===== src/design/altl_ram.sv =====
// generic single-port-write, single-port-read ram with registered read data
// no dependencies
`default_nettype none

module altl_ram #(
  parameter int WIDTH = 8,
  parameter int DEPTH = 16
) (
  input  wire logic                     clk,
  input  wire logic                     we,
  input  wire logic [$clog2(DEPTH)-1:0] waddr,
  input  wire logic [WIDTH-1:0]         wdata,
  input  wire logic [$clog2(DEPTH)-1:0] raddr,
  output logic      [WIDTH-1:0]         rdata
);

  logic [WIDTH-1:0] mem [DEPTH];

  always_ff @(posedge clk) begin
    if (we) begin
      mem[waddr] <= wdata;
    end
    rdata <= mem[raddr];
  end

endmodule

`default_nettype wire


===== config.mk =====
export PLATFORM = sky130hd
export DESIGN_NAME = altl_ram
export DESIGN_NICKNAME = d
export VERILOG_FILES = /design/src/design/altl_ram.sv
export SDC_FILE = /design/constraint.sdc
export NUM_CORES = 1
export LEC_CHECK = 0
export ABC_AREA = 1
export BUFFER_PORTS_ARGS = -buffer_cell sky130_fd_sc_hd__buf_2
export CAP_MARGIN = 20
export CORE_UTILIZATION = 55
export DETAILED_ROUTE_END_ITERATION = 10
export GPL_TIMING_DRIVEN = 0
export PLACE_DENSITY = 0.73
export SYNTH_ARGS = -nofsm -noshare
export SYNTH_HDL_FRONTEND = slang
export SYNTH_SLANG_ARGS = --single-unit

===== constraint.sdc =====
create_clock -name clk -period 1.6 [get_ports clk]
set_clock_uncertainty 0.1 [all_clocks]
set_input_delay 0.32 -clock clk [delete_from_list [all_inputs] [get_ports clk]]
set_output_delay 0.32 -clock clk [all_outputs]
set_load 0.01 [all_outputs]

# --- After elaboration in Yosys (flattened, before gate mapping) ---
# Memories as Yosys holds them, arrays and structs flattened. A register that Yosys moved wholly into a read port is not among the register bits.
# Cells that the tools add are included.
classes:
  shifts: 0
  eq_ne: 0
  order_cmp: 0
  muxes: 2
  div: 0
  addsub: 0
  n_reduce_logical: 0
  n_bitwise: 0
  n_mul: 0
op_table:
  columns: ["cell", "n"]
  rows:
  - ["1-bit two-way mux", 2]
word_totals:
  ram_bits: 128
  out_inout_bits: 8
  input_bits: 18
  latchBits: 0
  register_bits: 0
  elab_cells: 3
  mem_bits_ro: 0
  n_memories: 1
mem_list:
  columns: ["name", "words", "width", "read_ports", "rd_ports_with_merged_regs", "wr", "line_no", "source"]
  rows:
  - ["mem", 16, 8, 1, 1, 1, "17", "logic [WIDTH-1:0] mem [DEPTH];"]

# --- Logic depth before layout (Yosys ltp) ---
depth:
  ltp_word: 2
  ltp_mapped: 8

# --- Worst setup path before layout ---
# Ideal clock, no wire load.
synth_timing:
  path_kind: "input port to flip-flop"
  start: "input waddr[2]"
  end: "memory mem[10][0], enable pin"
  setup_time_ns: 0.370
  setup_slack_ns: 0.229
  cell_stages: 2
  t_arrival_ns: 0.901
  t_required_ns: 1.130
  n_path_buf: 0
  path_cell_list: "nand3b_1 -> nor2_1"
synth_lines:
  columns: ["item", "line_no", "source"]
  rows:
  - ["from (decl)", "11", "input wire logic [$clog2(DEPTH)-1:0] waddr,"]
  - ["to (decl)", "17", null]
# Straight into the memory's write port.

# --- Worst setup path after layout ---
layout_timing:
  start: "register rdata[0], read port of mem"
  end: "output rdata[0]"
layout_lines:
  columns: ["item", "line_no", "source"]
  rows:
  - ["from (decl)", "14", "output logic [WIDTH-1:0] rdata"]
# No word-level cell between the ends.

==> out/results.ini <==
[cells_and_area]
drive_above_1_share_pct=12.6
layout.nets=610
syn2layout_area_growth_pct=14.8
fin_cells=741
diodes=0
nFillCells=771
multiInputGateArea_mm2=0.00121
seqCellArea_mm2=0.00400

[global_route]
grt_max_degree=17
grt_pass1_wl_mm=20.7
grtUsageTotal_pct=26.5
first_global_vias=3797
overflow=0
grt_antenna_before_repair=0

[setup_path]
crit_chain=buf_2
critPathSlowestCell=dfxtp_1
cp_max_fo=1
slowest_delay_ns=0.31
critPathKind=flop to output pin
worst_ep_required_time_ns=1.18
cp.arrival_ns=0.97
critPathTopFamily=flip-flops
worstSetupStartpointType=flop
cp-end-kind=output pin
crit_buf_inv=1

[pwr]
p_int_w=0.00649
power_density_mw_per_mm2=1260
netSwitchingFraction_pct=22.1
combPwrFrac_pct=6.2
seq_power_share_pct=48.1
power_switching_w=0.00184
pwr-share-clk_pct=45.7
leakagePower_nw=2.89
ir_drop_uv=790

[sta]
finalSetupTns_ns=0
hold_slack_ns=0.108
worst_slew_margin_rel_pct=40.5
timing.final.ws_setup_ns=0.211
hold_viol_final=0
min_period_ns=1.39
finalMaxSlewViolations=0
fmax_mhz=720
rsz0062_at_grt=no
setup_viol=0
fin_crit_sh_pct=86.8
worst_slew_pin_slew_ns=0.889

[yosys]
yosysSeqAreaShare_pct=69.4
synth_cell_types=12
ys.flop_type=edfxtp_1
yosys_warnings=0
synthXorXnorAreaFrac_pct=0
synth_top_family_by_area=simple AND/OR/NAND/NOR gates
synth_top_area_cell=edfxtp_1
yosysTopAreaCellShare_pct=66.7
ys_top_cells_by_count=173 x nand2_1, 128 x edfxtp_1, 100 x inv_1
synth.ff_latch_count=136
avgSynthCellArea_um2=10.5
synth_simple_gate_area_share_pct=21.0
synth_area_leaders=edfxtp_1 67%, nand2_1 11%, nand3_1 8.4%, inv_1 6.5%, dfxtp_1 2.8%
async_flop_share_pct=0
synth_cells=551
synth_compound_area_share_pct=0
syn-cell-area_mm2=0.00577
synth_edf_count=128
synth.net_count=569
synth_fa_ha_area_share_pct=0
synthMostInstantiatedCell=nand2_1
synth_mux_area_share_pct=0

[die]
ios=26
rows=37
die-area_mm2=0.0109
coreArea_mm2=0.0102
initial_core_util_pct=56.4
die_y_um=104
die_x_um=104

[clock_tree]
cts.sinks=136
ctsHoldBuffers=0
cts_resized=0
cts_root_buf=clkbuf_8
worstSkewPairLatency_ns=0.53
cts-buffers-inserted=17
cts.path.max_buffers=2
cts.reportedPaths.clkPinSlew_ns=0.06
cts_tree=yes
cts_max_level=4
cts_setup_buffers=0

[hold_path]
hold_class=input port to flop

[placement]
port_buffers=22
dp.cells=709
gp_routability_congestion=0.921
dp_slack_ns=-0.280
dp_hpwl_mm=8.56

[drt]
routed_wl_mm=13.2
first_pass_iters=7
wl_per_cell_um=17.8
drc=0
ant_nets=0
num_vias=3899
routed_via_density=5.26
drtIter0Drc=368

[status]
status=complete, no violations

[run]
cap_viol_max_count=0

cell usage in the layout (no fill, tap or decap):
cell type,n
nor2_1,17
dfxtp_1,8
buf_6,6
buf_1,1
clkinv_4,2
clkbuf_16,16
clkinv_2,4
buf_4,4
nand3b_1,2
inv_1,100
clkbuf_8,1
edfxtp_1,128
bufinv_16,3
clkinvlp_4,3
clkinv_1,2
nand3_1,97
nand2_1,173
clkbuf_1,1
inv_2,2
buf_2,35
power by group through the flow:
stage / registers (W) / logic, W / clock network, W
global placement: 0.00407 / 0.000498 / 0
global route: 0.00401 / 0.000570 / 0.00396
detailed placement: 0.00408 / 0.000509 / 0
floorplan: 0.00409 / 0.000281 / 0
finish: 0.00400 / 0.000520 / 0.00380
CTS: 0.00400 / 0.000516 / 0.00380
worst paths after layout:
path / from / end / slack [ns] / cells past startpoint
min: raddr[2] / rdata[0]$_DFF_P_ / 0.11 / 4
max reg2reg: mem[11][1]$_DFFE_PP_ / rdata[1]$_DFF_P_ / 0.48 / 6
max: rdata[0]$_DFF_P_ / rdata[0] / 0.21 / 1
min reg2reg: mem[2][1]$_DFFE_PP_ / rdata[1]$_DFF_P_ / 0.61 / 6
per-stage QoR:
stage	area (um2)	power, W	util, %
detailed placement	6050	0.00459	59.1
floorplan	5770	0.00437	-
global route	6620	0.00854	64.7
CTS	6620	0.00832	64.7
global placement	6050	0.00457	59.1
finish	6620	0.00832	64.7
kinds of logic after synthesis:
kind of cell | after synthesis
simple gates | 289
flops | 136
buf+inv | 126
layer usage:
layer | vias to the layer above | routed length (um) | GRT usage, %
met4 | 0 | 338 | 13.1
met1 | 1804 | 5720 | 37.2
met5 | - | 0 | 0
met2 | 206 | 5870 | 39.2
li1 | 1860 | - | -
met3 | 29 | 1250 | 6.08
flip-flops by register name (all words and copies together) (netlist names):
register  cells
rdata         8
mem         128
area by class of cell:
type	count	share of cell area, %
repair buffers	22	1.66
flip-flops and latches	136	60.5
clock buffers	18	6.31
inverters	102	5.78
plain buffers	24	2.51
well taps	136	2.57
multi-input cells	289	18.3
clock inverters	14	2.38
worst reg2reg max path: stages, from the launching register on:
cell and delay (ns):
edfxtp_1 0.37, inv_1 0.06, nand2_1 0.05, nand3_1 0.11, nand3_1 0.08, nand3_1 0.16
nand2_1 0.08
Power figures use the tool's default switching activity.
