$ cat config.mk
export PLATFORM = sky130hd
export DESIGN_NAME = altl_div
export DESIGN_NICKNAME = d
export VERILOG_FILES = /design/src/design/altl_pkg.sv /design/src/design/altl_div.sv
export SDC_FILE = /design/constraint.sdc
export NUM_CORES = 1
export LEC_CHECK = 0
export BUFFER_PORTS_ARGS = -buffer_cell sky130_fd_sc_hd__buf_2
export CAP_MARGIN = 15
export CORE_MARGIN = 1
export CORE_UTILIZATION = 30
export CTS_BUF_LIST = sky130_fd_sc_hd__clkbuf_4
export CTS_CLUSTER_DIAMETER = 150
export DETAILED_ROUTE_END_ITERATION = 10
export PLACE_DENSITY_LB_ADDON = 0.15
export SYNTH_ARGS = -nofsm -noshare
export SYNTH_HDL_FRONTEND = slang
export SYNTH_SLANG_ARGS = --single-unit
$ cat constraint.sdc
create_clock -name clk -period 2.5 [get_ports clk]
set_input_delay 0.25 -clock clk [delete_from_list [all_inputs] [get_ports clk]]
set_output_delay 0.25 -clock clk [all_outputs]
set_load 0.05 [all_outputs]
$ cat src/design/altl_pkg.sv
// shared types, widths and codes for the arc-length table lookup
// no dependencies; imported by altl_div, arc_length_table_lookup_top and tb_top
`default_nettype none

package altl_pkg;

  // default sizes for the top-level parameters
  localparam int TABLE_DEPTH_DEF  = 1024;
  localparam int MAX_SEGMENTS_DEF = 256;

  // fixed field widths
  localparam int DIST_W  = 32;
  localparam int PARAM_W = 17;
  localparam int SEG_W   = 8;
  localparam int COUNT_W = 11;
  localparam int INDEX_W = 10;
  localparam int ENTRY_W = DIST_W + PARAM_W + SEG_W;

  // parameter value for one in q1.16
  localparam logic [PARAM_W-1:0] PARAM_ONE = PARAM_W'(65536);

  // serial divider: span (17 bits) times distance offset (32 bits)
  localparam int DVD_W     = PARAM_W + DIST_W;
  localparam int DIV_CNT_W = $clog2(DVD_W + 1);

  // item kinds
  localparam logic KIND_LOAD  = 1'b0;
  localparam logic KIND_QUERY = 1'b1;

  typedef struct packed {
    logic [DIST_W-1:0]  distance;
    logic [PARAM_W-1:0] param;
    logic [SEG_W-1:0]   seg;
  } entry_t;

  typedef struct packed {
    logic busy;
    logic done;
  } div_status_t;

endpackage

`default_nettype wire

$ cat src/design/altl_div.sv
// restoring serial divider, one quotient bit per cycle, low quotient bits kept
// depends on altl_pkg
`default_nettype none

module altl_div
  import altl_pkg::*;
(
  input  wire logic                clk,
  input  wire logic                rst,
  input  wire logic                start,
  input  wire logic [DVD_W-1:0]    dividend,
  input  wire logic [DIST_W-1:0]   divisor,
  output div_status_t              status,
  output logic      [PARAM_W-1:0]  quotient
);

  logic [DVD_W-1:0]     dvd;
  logic [DIST_W-1:0]    den;
  logic [DIST_W-1:0]    rem;
  logic [DIV_CNT_W-1:0] cnt;
  logic [DIST_W:0]      rem_sh;
  logic [DIST_W+1:0]    diff;
  logic                 ge;

  // shift in the next dividend bit and trial-subtract
  always_comb begin
    rem_sh = {rem, dvd[DVD_W-1]};
    diff   = {1'b0, rem_sh} - {2'b00, den};
    ge     = ~diff[DIST_W+1];
  end

  always_ff @(posedge clk) begin
    if (rst) begin
      status.busy <= 1'b0;
      status.done <= 1'b0;
    end else begin
      status.done <= 1'b0;
      if (start) begin
        status.busy <= 1'b1;
      end else if (status.busy && cnt == DIV_CNT_W'(1)) begin
        status.busy <= 1'b0;
        status.done <= 1'b1;
      end
    end
  end

  always_ff @(posedge clk) begin
    if (start) begin
      dvd <= dividend;
      den <= divisor;
      rem <= '0;
      cnt <= DIV_CNT_W'(DVD_W);
    end else if (status.busy) begin
      rem <= ge ? diff[DIST_W-1:0] : rem_sh[DIST_W-1:0];
      dvd <= {dvd[DVD_W-2:0], ge};
      cnt <= cnt - DIV_CNT_W'(1);
    end
  end

  // quotient bits accumulate where the dividend shifts out
  assign quotient = dvd[PARAM_W-1:0];

`ifndef ASSERT_OFF
  a_done_after_busy: assert property (@(posedge clk) disable iff (rst)
    status.done |-> $past(status.busy))
    else $error("divider done without a running division");

  a_no_restart: assert property (@(posedge clk) disable iff (rst)
    !(start && status.busy))
    else $error("divider started while busy");

  a_busy_ends_in_done: assert property (@(posedge clk) disable iff (rst)
    status.busy && !start |=> status.busy || status.done)
    else $error("divider stopped without done");
`endif

endmodule

`default_nettype wire

Yosys cells after proc, flatten, opt, wreduce, memory -nomap -nowiden:

Index checks and enable logic that the tools add are counted.

* add/subtract/negate cells: 2
* eq/ne operators: 1
* muxes and demuxes: 5
* bitwise gates (word level): 1
* reductions and logical operators: 4

Operators with widths (number)
* 49-bit two-way mux: 2
* 33-bit by 32-bit subtractor with 34-bit output: 1
* 32-bit two-way mux: 1
* 6-bit by 1-bit == test with 1-bit output (second input constant): 1
* 6-bit by 1-bit subtractor with 6-bit output (second input constant): 1
* 2-bit nonzero test: 2
* 2-bit two-way mux: 1
* 2-bit OR reduction: 1
* 1-bit logical AND: 1
* 1-bit two-way mux: 1
* 1-bit inverter: 1

* register bits: 121
* output and inout port bits: 19
* logic and storage cells: 19

Longest topological paths before layout:

* word-level depth: 4
* depth in mapped cells: 12

Worst setup path after synthesis:

OpenSTA, ideal clock, no wires.

* path type: register -> register
* from: register status[1] in the netlist's numbering
* to: register dvd[0], enable pin
* setup time: 403 ps
* arrival time: 2245 ps
* required time: 2097 ps
* slack: -148 ps
* stages on the path, launching flop included: 5
* period minus slack after synthesis: 2648 ps
* path through: dfxtp_1 -> clkbuf_1 -> nor2_1 -> clkbuf_1 -> inv_1

* cells in the longest elaborated chain, start to end: 1

RTL lines
* from (decl): RTL line altl_div.sv:13 `output div_status_t status,`
* 2-bit nonzero test (no source line)
* to (signal assigned): RTL line altl_div.sv:49 `dvd <= dividend;`
* to (signal assigned): RTL line altl_div.sv:55 `dvd <= {dvd[DVD_W-2:0], ge};`
* to (decl): RTL line altl_div.sv:17 `logic [DVD_W-1:0] dvd;`

Every way passes these cells.
A chain may end at the register's enable or synchronous reset.

Final worst setup path:

* from: register den[0]
* to: register rem[3]

* cells in the longest elaborated chain, start to end: 2

RTL lines
* from (decl): RTL line altl_div.sv:18 `logic [DIST_W-1:0] den;`
* from (signal assigned): RTL line altl_div.sv:50 `den <= divisor;`
* 33-bit by 32-bit subtractor with 34-bit output: RTL line altl_div.sv:28 `diff = {1'b0, rem_sh} - {2'b00, den};`
* 32-bit two-way mux: RTL line altl_div.sv:54 `rem <= ge ? diff[DIST_W-1:0] : rem_sh[DIST_W-1:0];`
* to (signal assigned): RTL line altl_div.sv:54
* to (decl): RTL line altl_div.sv:19 `logic [DIST_W-1:0] rem;`

Every way passes these cells.

==> impl_metrics.csv <==
group,metric,value,unit
status,outcome,"finished, violations left",
status,violations,"setup timing",
grt,grt_pass1_wl,28.9,mm
cells_and_area,multi_input_comb_area,3600,µm²
clocking,insertion_delay,0.54,ns
setup_path,crit_path_start,"den[0]$_DFFE_PP_",
setup_path,path_max_fanout,6,
setup_path,rr_startpoint,"den[0]$_DFFE_PP_",
timing,tightest_slew,0.601,ns
pwr,finalPower,0.00570,W
logic_synthesis,ys_async_sr_fraction,0,
logic_synthesis,synth_xor_area_frac,0.0369,
timing,drv_slew,0,
logic_synthesis,yosys-top-cells-area,"edfxtp_1 (37%), dfxtp_1 (12%), mux2_2 (8.5%)",
grt,antenna_found_initial,1,
timing,fin_ws,-0.210,ns
route,post_drt_wl_per_cell,14.7,µm
cells_and_area,syn_to_final_growth,51.8,%
route,drtIter0Drc,200,
logic_synthesis,synth_warnings,0,
clocking,cts_buffers,17,
timing,finClkSkew,0.0203,ns
clocking,cts.path.max_buffers,2,
min_path,worstHoldStart,"start",
grt,grt_usage,0.161,
grt,grt_pass1_vias,6085,
logic_synthesis,yosys.area_share.adder,0.0670,
timing,max_freq,0.369,GHz
setup_path,cp-end-kind,"flip-flop",
timing,slew-limit-headroom,0.599,
cells_and_area,n_fill_cell,2079,
placement,gp_congestion,0.826,
pwr,ir_drop,0.000306,V
logic_synthesis,yosysMostFrequentCell,"edfxtp_1",
placement,dp_hpwl,11.6,mm
setup_path,crit_required,2.95,ns
logic_synthesis,synth_seq_cells,121,
logic_synthesis,synth_edf_count,81,
timing,final-setup-viol-count,33,
route,final_antenna_net_count,0,
logic_synthesis,synth_top_cells_by_count,"edfxtp_1 (81), nand2_1 (56), mux2_2 (50), inv_1 (44), nor2_1 (43)",
route,drt-total-wl,17.8,mm
timing,rsz0062_at_grt,"true",
logic_synthesis,synth-compound-area-share,0.168,
logic_synthesis,synth.net_count,737,
logic_synthesis,syn_area_per_cell,10.8,µm²
logic_synthesis,synthCells,618,
cells_and_area,final_cells,1207,
cells_and_area,final_layout_size_suffix_gt1_frac,0.458,
placement,dp_cells,1077,
logic_synthesis,synth_top_family_by_area,"compound AO/OA/AOI/OAI gates",
logic_synthesis,yosysTopAreaCellShare,0.366,
logic_synthesis,ys.flop_type,"edfxtp_1",
clocking,path_clk_slew,0.12,ns
timing,period_share,1.08,
logic_synthesis,synth_area,6650,µm²
timing,finalCriticalPeriod,2.71,ns
route,drc,0,
route,first_pass_iters,4,
floorplanning,coreArea,21800,µm²
route,vias,5770,
timing,fin_tns_setup,-3.50,ns
logic_synthesis,yosysTopAreaCell,"edfxtp_1",
pwr,power.leakage,4.32,nW
floorplanning,die_area,22800,µm²
clocking,cts_root_buffer,"clkbuf_4",
floorplanning,die_y,151,µm
cells_and_area,fin_nets,1033,
clocking,h-tree-depth,4,
logic_synthesis,yosysSeqAreaShare,0.486,
clocking,tritoncts,"built",
floorplanning,io_pins,103,
placement,port_buffers,102,
floorplanning,die_x,151,µm
setup_path,path_class,"reg2reg",
run,max_cap_violations,0,
setup_path,worstSetupStartpointType,"flip-flop",
route,via_per_inst,4.78,
clocking,cts.sinks,121,
cells_and_area,ff_latch_area,3230,µm²
floorplanning,rows,54,
logic_synthesis,synthSimpleGateAreaFrac,0.0944,
floorplanning,initial_core_util,0.306,
pwr,p_per_area,564,nW/µm²
grt,grt_overflow_total,0,
min_path,worstHoldPathType,"in2reg",
logic_synthesis,synth.area.mux_share,0.0876,
logic_synthesis,ys_types,57,
grt,grt_max_degree,111,
timing,hold_violations,0,
setup_path,cp.arrival,3.16,ns
final cells by class:
cell class	instances	area share
Timing Repair Buffer	320	0.244
Multi-Input combinational cell	410	0.357
Inverter	44	0.0167
Clock buffer	18	0.0134
Sequential cell	121	0.320
Antenna cell	1	0.000248
Clock inverter	13	0.0145
Tap cell	280	0.0347
flip-flops by register name (all words and copies together) (netlist names):
register  flops
cnt           6
den          32
dvd          49
rem          32
status        2
metal layers:
metal / global-route usage / share of wire
met5: 0 / 0
met4: 0.0495 / 0.015
met2: 0.277 / 0.49
met3: 0.0392 / 0.033
met1: 0.197 / 0.46
logic make-up (layout without fill, tap and decap cells):
group,count (synthesis),count (layout)
and+or+nand+nor,142,142
other,0,1
AOI/OAI and AO/OA,153,153
muxes,52,52
adders and majority gates,35,35
DFF,121,121
xor gates and xnor gates,28,28
buffers and inverters,87,395
critical path: stages (launching register included):
cell and delay, ns:
edfxtp_1 0.45, ha_4 0.19, buf_4 0.13, nor2b_4 0.10, o31a_1 0.16, o31a_2 0.17, o21ai_4 0.07, o41ai_4 0.27
a41oi_2 0.23, buf_6 0.21, or3_4 0.39, a311oi_2 0.25
per-stage QoR:
step	hold WS, ns	instance area [µm²]	setup WS, ns	util
4_1_cts	0.0111	9760	-0.237	0.449
3_5_place_dp	0.428	8320	-0.333	0.382
6_report	0.300	10100	-0.210	0.464
2_1_floorplan	0.322	6760	-0.00543	-
5_1_grt	0.282	10100	-0.333	0.464
3_3_place_gp	0.427	8320	-0.290	0.382
report_power, final:
part,total (W),internal [W],switching [W]
combinational,0.00184,0.000920,0.000917
sequential,0.00242,0.00233,0.0000855
clock,0.00144,0.000612,0.000833
timing repair:
| item | in CTS | in global routing |
|---|---|---|
| hold buffers | 81 | 1 |
| setup buffers | 9 | 6 |
| endpoints found under the hold margin | 82 | 1 |
| pin swaps | 38 | 34 |
| cloned | 1 | 1 |
| setup endpoints to repair | 33 | 33 |
| gates resized for setup | 66 | 64 |
cells in the final DEF, fill, tap and decap left out, types with 11 or more instances in the layout:
cell / instances
a311oi_2: 14
nor2_1: 41
buf_4: 121
a21o_1: 11
mux2_2: 50
edfxtp_1: 81
dfxtp_1: 40
clkbuf_4: 18
a21oi_1: 21
inv_1: 37
xor2_1: 17
o21ai_0: 15
nand2_1: 34
buf_2: 101
nand2_2: 14
ha_1: 21
ha_4: 13
dlygate4sd3_1: 82
final timing paths:
kind                                            end  slack [ns]  cells past startpoint
worst max register to register  rem[3]$_SDFFE_PP0P_       -0.21                     11
worst min register to register  cnt[5]$_SDFFE_PP1P_        0.52                      2
worst min-delay path            rem[2]$_SDFFE_PP0P_        0.30                      5
worst max-delay path            rem[3]$_SDFFE_PP0P_       -0.21                     11
(Power assumes the default switching activity.)
